<file path="config.mk">
export PLATFORM = sky130hd
export DESIGN_NAME = tlsk_ctrl
export DESIGN_NICKNAME = d
export VERILOG_FILES = /design/src/rtl/tlsk_pkg.sv /design/src/rtl/tlsk_ctrl.sv
export SDC_FILE = /design/constraint.sdc
export NUM_CORES = 1
export LEC_CHECK = 0
export ABC_AREA = 1
export BUFFER_PORTS_ARGS = -buffer_cell sky130_fd_sc_hd__buf_2
export CAP_MARGIN = 0
export CORE_AREA = 2 2 39 41
export CTS_CLUSTER_DIAMETER = 30
export CTS_CLUSTER_SIZE = 8
export DETAILED_ROUTE_END_ITERATION = 12
export DIE_AREA = 0 0 41 43
export GPL_TIMING_DRIVEN = 0
export HOLD_SLACK_MARGIN = 0.02
export PLACE_DENSITY = 0.37
export SETUP_SLACK_MARGIN = 0.4
export SLEW_MARGIN = 20
export SYNTH_ARGS = -nofsm -noshare
export SYNTH_HDL_FRONTEND = slang
export SYNTH_SLANG_ARGS = --single-unit
</file>
<file path="constraint.sdc">
create_clock -name clk -period 3.1 [get_ports clk]
set_input_delay 0.93 -clock clk [delete_from_list [all_inputs] [get_ports clk]]
set_output_delay 0.93 -clock clk [all_outputs]
set_load 0.02 [all_outputs]
</file>
<file path="src/rtl/tlsk_pkg.sv">
`timescale 1ns / 1ps
package tlsk_pkg;

    localparam int SYS_ENTRIES_DEF   = 1024 * 4;
    localparam int LOCAL_ENTRIES_DEF = 64;
    localparam int MAX_KEY_BYTES_DEF = 32;
    localparam int KEY_BYTES         = 32;
    localparam int HASH_BYTES_STEP   = 4;
    localparam logic [31:0] HASH_SEED = 32'd5381;
    localparam logic [7:0]  BYTE_LIMIT = 8'd127;

    typedef enum logic [2:0] {
        OUT_EMPTY      = 3'd0,
        OUT_BYPASS     = 3'd1,
        OUT_SYS_HIT    = 3'd2,
        OUT_LOC_HIT    = 3'd3,
        OUT_INST_SYS   = 3'd4,
        OUT_INST_LOC   = 3'd5
    } outcome_t;

    typedef enum logic {
        REG_SYSTEM_MODE  = 1'b0,
        REG_EMPTY_HANDLE = 1'b1
    } reg_index_t;

    typedef enum logic [2:0] {
        ST_CLEAR,
        ST_IDLE,
        ST_CLASSIFY,
        ST_HASH,
        ST_READ,
        ST_DECIDE
    } state_t;

    typedef struct packed {
        logic        start_of_document;
        logic [15:0] key_length;
        logic [63:0] key_word0;
        logic [63:0] key_word1;
        logic [63:0] key_word2;
        logic [63:0] key_word3;
        logic [31:0] fresh_handle;
    } request_t;

    typedef struct packed {
        logic [31:0] handle;
        logic [2:0]  outcome;
        logic [31:0] hash_key;
    } result_t;

    typedef struct packed {
        logic [5:0]   len;
        logic [31:0]  key;
        logic [31:0]  handle;
        logic [255:0] bytes;
    } entry_t;

    typedef struct packed {
        logic load;
        logic classify;
        logic hash_step;
        logic rd_issue;
        logic decide;
        logic clr_step;
    } ctrl_cmd_t;

    typedef struct packed {
        logic early_done;
        logic system_mode;
        logic hash_last;
        logic clr_last;
    } ctrl_stat_t;

    function automatic logic [31:0] mix_byte(input logic [31:0] h, input logic [7:0] b);
        return (h << 5) + h + {{24{b[7]}}, b};
    endfunction

endpackage

</file>
<file path="src/rtl/tlsk_ctrl.sv">
`timescale 1ns / 1ps
module tlsk_ctrl
    import tlsk_pkg::*;
(
    input  logic       clk,
    input  logic       rst_n,
    input  logic       start,
    input  ctrl_stat_t stat,
    output ctrl_cmd_t  cmd,
    output logic       busy
);

    state_t state_reg;
    state_t state_next;

    always_ff @(posedge clk or negedge rst_n)
    begin
        if (!rst_n)
        begin
            state_reg <= ST_CLEAR;
        end
        else
        begin
            state_reg <= state_next;
        end
    end

    always_comb
    begin
        state_next = state_reg;
        cmd        = '0;
        busy       = 1'b1;
        case (state_reg)
            ST_CLEAR:
            begin
                cmd.clr_step = 1'b1;
                if (stat.clr_last)
                begin
                    state_next = ST_IDLE;
                end
            end
            ST_IDLE:
            begin
                busy = 1'b0;
                if (start)
                begin
                    cmd.load   = 1'b1;
                    state_next = ST_CLASSIFY;
                end
            end
            ST_CLASSIFY:
            begin
                cmd.classify = 1'b1;
                if (stat.early_done)
                begin
                    state_next = ST_IDLE;
                end
                else if (stat.system_mode)
                begin
                    state_next = ST_HASH;
                end
                else
                begin
                    state_next = ST_READ;
                end
            end
            ST_HASH:
            begin
                cmd.hash_step = 1'b1;
                if (stat.hash_last)
                begin
                    state_next = ST_READ;
                end
            end
            ST_READ:
            begin
                cmd.rd_issue = 1'b1;
                state_next   = ST_DECIDE;
            end
            ST_DECIDE:
            begin
                cmd.decide = 1'b1;
                state_next = ST_IDLE;
            end
            default:
            begin
                state_next = ST_IDLE;
            end
        endcase
    end

endmodule

</file>
Yosys cells after proc, flatten, opt, wreduce, memory -nomap -nowiden
Cells that the tools add are included.

storage, ports and cells
  flip-flop bits (word level) = 3
  bits of input ports = 7
  output and inout port bits = 7
  logic and storage cells = 25

cells by class
  equal/unequal tests = 8
  muxes and demuxes = 14
  reductions and logical operators = 2

operators with widths
  kind                                                                    count
  3-bit two-way mux                                                       5
  3-bit case mux with 5 select lines                                      1
  1-bit two-way mux                                                       8
  3-bit by 2-bit equality test with 1-bit output (second input constant)  2
  3-bit equality test (second input constant)                             2
  2-bit inequality test (second input constant)                           3
  3-bit by 1-bit equality test with 1-bit output (second input constant)  1
  3-bit logical NOT                                                       1
  3-bit AND reduction                                                     1

Depth between registers and ports, before layout
  word-level depth = 3
  mapped depth = 7

Worst setup path before layout
Ideal clock, no wire load.

  path type = input to output
  start point = input port start
  end point = output port cmd[5] (netlist name)
  data arrival time = 1.244 ns
  path slack = 0.926 ns
  stages = 2
  buffers on the path = 0
  cell sequence = inv_1 > nor2_1

RTL lines
  what         RTL line        RTL
  from (decl)  tlsk_ctrl.sv:7  input logic start,
  to (decl)    tlsk_ctrl.sv:9  output ctrl_cmd_t cmd,

==> summary.md <==
The post-synthesis share of cell area spent on xor and xnor gates works out to 0. Number of flops mapped to enable cells by yosys: 0. Peak-usage layer in the global routing report: met2. Launching element type of the critical path: a primary input.

At the worst endpoint, the required time is 2.17 ns. The total area inside the core boundary comes to 1384 um2. The relative contribution of the clock network to total power was 0.191. The run finished with clean final reports. The critical path is of the primary input to output port type.

At the end of routability-driven placement, the weighted congestion stood at 0.7052. The synthesized-area fraction occupied by ao, oa, aoi and oai cells came out at 0.08163. In this run, CTS created clock tree buffers numbering 3.

The run gives 14 as the unique cell type count in the Yosys netlist. Most numerous cell in the Yosys netlist: nand2_1. Each instance of the synthesized netlist takes up on average 6.288 um2. Once the clock tree was built, the resizer swapped 0 gates to a different size.

In the synthesized netlist the dominant register cell turns out to be dfrtp_1. For this run, the number of Yosys warnings is 0. Summed over all cells, the static leakage comes to 0.2165 nW.

The DRC violations left was 0. Summed over all instances, the cell type with the most area after synthesis is dfrtp_1. The flop and latch count out of synthesis came out at 3. Met3 layer usage reported by global route: 0.03141.

The via total after detailed routing is 283. Share of the synthesized area in the top cell type: 0.3061. In this run the remaining antenna-violating nets after routing total 0.

Setup slack on the critical path of the routed design comes to 0.8482 ns. Counting instances in the post-synthesis netlist gives the leading cell types as nand2_1 (9), inv_1 (6), nor2_1 (5), dfrtp_1 (3), nor2_2 (3). STA classifies the critical path endpoint as an output port.

Total power density per cell area: 1024 nW/um2. The first detailed-routing pass ran for 2 iterations. The share of the clock period used by the worst path was 0.7264.

The number of vias per cell works out to 3.931. The number of nets handed over by synthesis was 46. The cell count after synthesis came out at 39. 0 antenna diodes ended up in the layout. The met2 usage in global routing is 0.1281. H-tree level count: 1. Between clock sinks in the finished design, the worst skew comes to 0.002887 ns. The post-synthesis async set-or-reset flop share came out at 1.000.

The logs give 1763 um2 for the area of the die and 3 for the clock sink count. Setup repair after global routing left no endpoint under its margin. Post-CTS timing repair inserted 0 buffers for setup. After synthesis, the largest family of logic cells by area is simple AND/OR/NAND/NOR gates.

The tools report the clock latency at the later pin of the worst-skew pair as 0.24 ns. The clock slew seen by the registers of the worst setup and hold paths was 0.04 ns. CTS placed an instance of clkbuf_4 at the clock tree root. The run gives 0 as the count of final max-slew check failures. For the pin with the worst max-slew slack, the measured transition is 0.2125 ns.

The final routed wirelength across all metal layers came out at 571 um. Met1 track demand over resource in global routing: 0.08039. The run gives 0 ns as the sum of negative setup slack.

Derived from the worst setup path, the maximum achievable clock frequency is 444.1 MHz. Simple-gate portion of the synthesized area: 0.4898. In this run the tool buffered the top-level ports with 13 buffer cells.

The die is 41 um wide. The area share of fa/ha/maj cells after synthesis came out at 0. Setup violations remaining at the end of the flow were counted as 0. Across the run, the number of max-cap violations was 0. For the minimum setup slack after placement, the log shows 0.8434 ns.

The power dissipated by switching net loads was 0.1874 mW. The worst path needs 2.252 ns of the cycle, external delays included. Class of the most critical hold timing path: primary input to async pin. Of all nets on the critical path, the largest fanout is 2. The internal power of the cells totals 0.1777 mW. The worst-case IR drop observed on VDD is 0.0002016 V. The final layout net count was 64. Normalized max-slew margin: 0.8569. At the worst endpoint, the arrival time is 1.32 ns.

For the via count of the first global-routing pass, the log shows 275. Measured along the y axis, the die boundary spans 43 um. Setup slack on the worst reg-to-reg path comes out at 2.02 ns. The fraction of layout instances using a drive strength above 1 is 0.4464, and the residual overflow from global routing is 0. The count of boundary I/O pins was 14. The logs give 6 for the maximum number of pins on one net before global-route repair and 0.610 for the fraction of power consumed by combinational cells.

The number of antenna violations at the first check in global routing is 0, and the count of endpoints failing hold in the final timing report is 0. The logs give 0.09036 for the global-route usage over all layers and 2 for the number of buffers between clock root and the deepest sink. The sequential cell area fraction in the yosys report is 0.3061, and the first-pass GRT wire length is 979 um. The register with the most flip-flops in the layout has 3 of them. The initial standard-cell utilization of the core was 0.1772; the relative contribution of sequential cells to total power was 0.199. The multiplexer share of the synthesized area was 0; the post-synthesis to final-layout area growth was 45.41%.

In the post-synthesis netlist, the biggest area contributors are dfrtp_1 (31%), nand2_1 (14%), inv_1 (9.2%). The switching fraction of total power works out to 0.5133. The tools report the fill cell total of the finished layout as 169.

TritonCTS built the clock tree. The synthesized netlist occupies a cell area of 245.2 um2. The estimated wirelength of the detail-placed design is 471.5 um. For this design, the CTS-stage hold fixing added 0 buffers. The average wire length per cell after detail routing was 7.931 um; the number of DRC markers in iteration 0 was 2. The initialized floorplan defines 14 standard-cell rows.
## metrics by stage
stage | util | instances | total power [mW] | hold WS (ns) | cell area (um2)
2_1_floorplan | - | 39 | 0.2392 | 0.6344 | 245.2
3_3_place_gp | 0.2387 | 68 | 0.3029 | 0.7026 | 330.3
3_5_place_dp | 0.2387 | 68 | 0.2993 | 0.7020 | 330.3
4_1_cts | 0.2577 | 72 | 0.3716 | 0.4726 | 356.6
5_1_grt | 0.2577 | 72 | 0.4036 | 0.4714 | 356.6
6_report | 0.2577 | 72 | 0.3652 | 0.4765 | 356.6
## critical path, cell delays in order
cell	delay, ns
buf_2	0.11
inv_1	0.04
nor2_1	0.08
buf_2	0.16
## area by class of cell
cell class / count / area (um2) / share of cell area
multi-input cells: 28 / 140.1 / 0.3930
flip-flops and latches: 3 / 75.07 / 0.2105
repair buffers: 13 / 65.06 / 0.1825
inverters: 8 / 30.03 / 0.08421
clock buffers: 4 / 26.28 / 0.07368
well taps: 16 / 20.02 / 0.05614
## cells by family after synthesis
kind of cell,after synthesis
buffers and inverters,8
DFF,3
AOI/OAI and AO/OA,4
and+or+nand+nor,24
## final timing paths
path | startpoint | to | depth (start not counted)
worst max-delay path | start | cmd[5] | 4
worst min-delay path | rst_n | state_reg[2]$_DFFE_PN0P_ | 1
worst max register to register | state_reg[2]$_DFFE_PN0P_ | state_reg[1]$_DFFE_PN0P_ | 6
worst min register to register | state_reg[0]$_DFFE_PN0P_ | state_reg[1]$_DFFE_PN0P_ | 4
max in group asynchronous | rst_n | state_reg[0]$_DFFE_PN0P_ | 1
min in group clk | state_reg[0]$_DFFE_PN0P_ | state_reg[1]$_DFFE_PN0P_ | 4
## routing by layer
layer  routed length (um)  up-vias
met3                   20        3
met1                  228      120
li1                     -      152
met5                    0        -
met4                   25        0
met2                  296        8
## power by group through the flow
| stage | Sequential (mW) | Combinational, mW | Clock (mW) |
|---|---|---|---|
| after floorplan | 0.0704 | 0.169 | 0 |
| after global placement | 0.0741 | 0.229 | 0 |
| after detailed placement | 0.0735 | 0.226 | 0 |
| after CTS | 0.0731 | 0.227 | 0.0720 |
| after global routing | 0.0745 | 0.251 | 0.0779 |
| final | 0.0727 | 0.223 | 0.0699 |
## cells in the final DEF, fill, tap and decap left out, drive strengths merged
master / instances
buf: 13
nand2: 11
nor2: 9
inv: 8
clkbuf: 4
dfrtp: 3
nand3: 2
a21oi: 2
nor3: 2
o21ai: 2
Power figures use the tool's default switching activity.
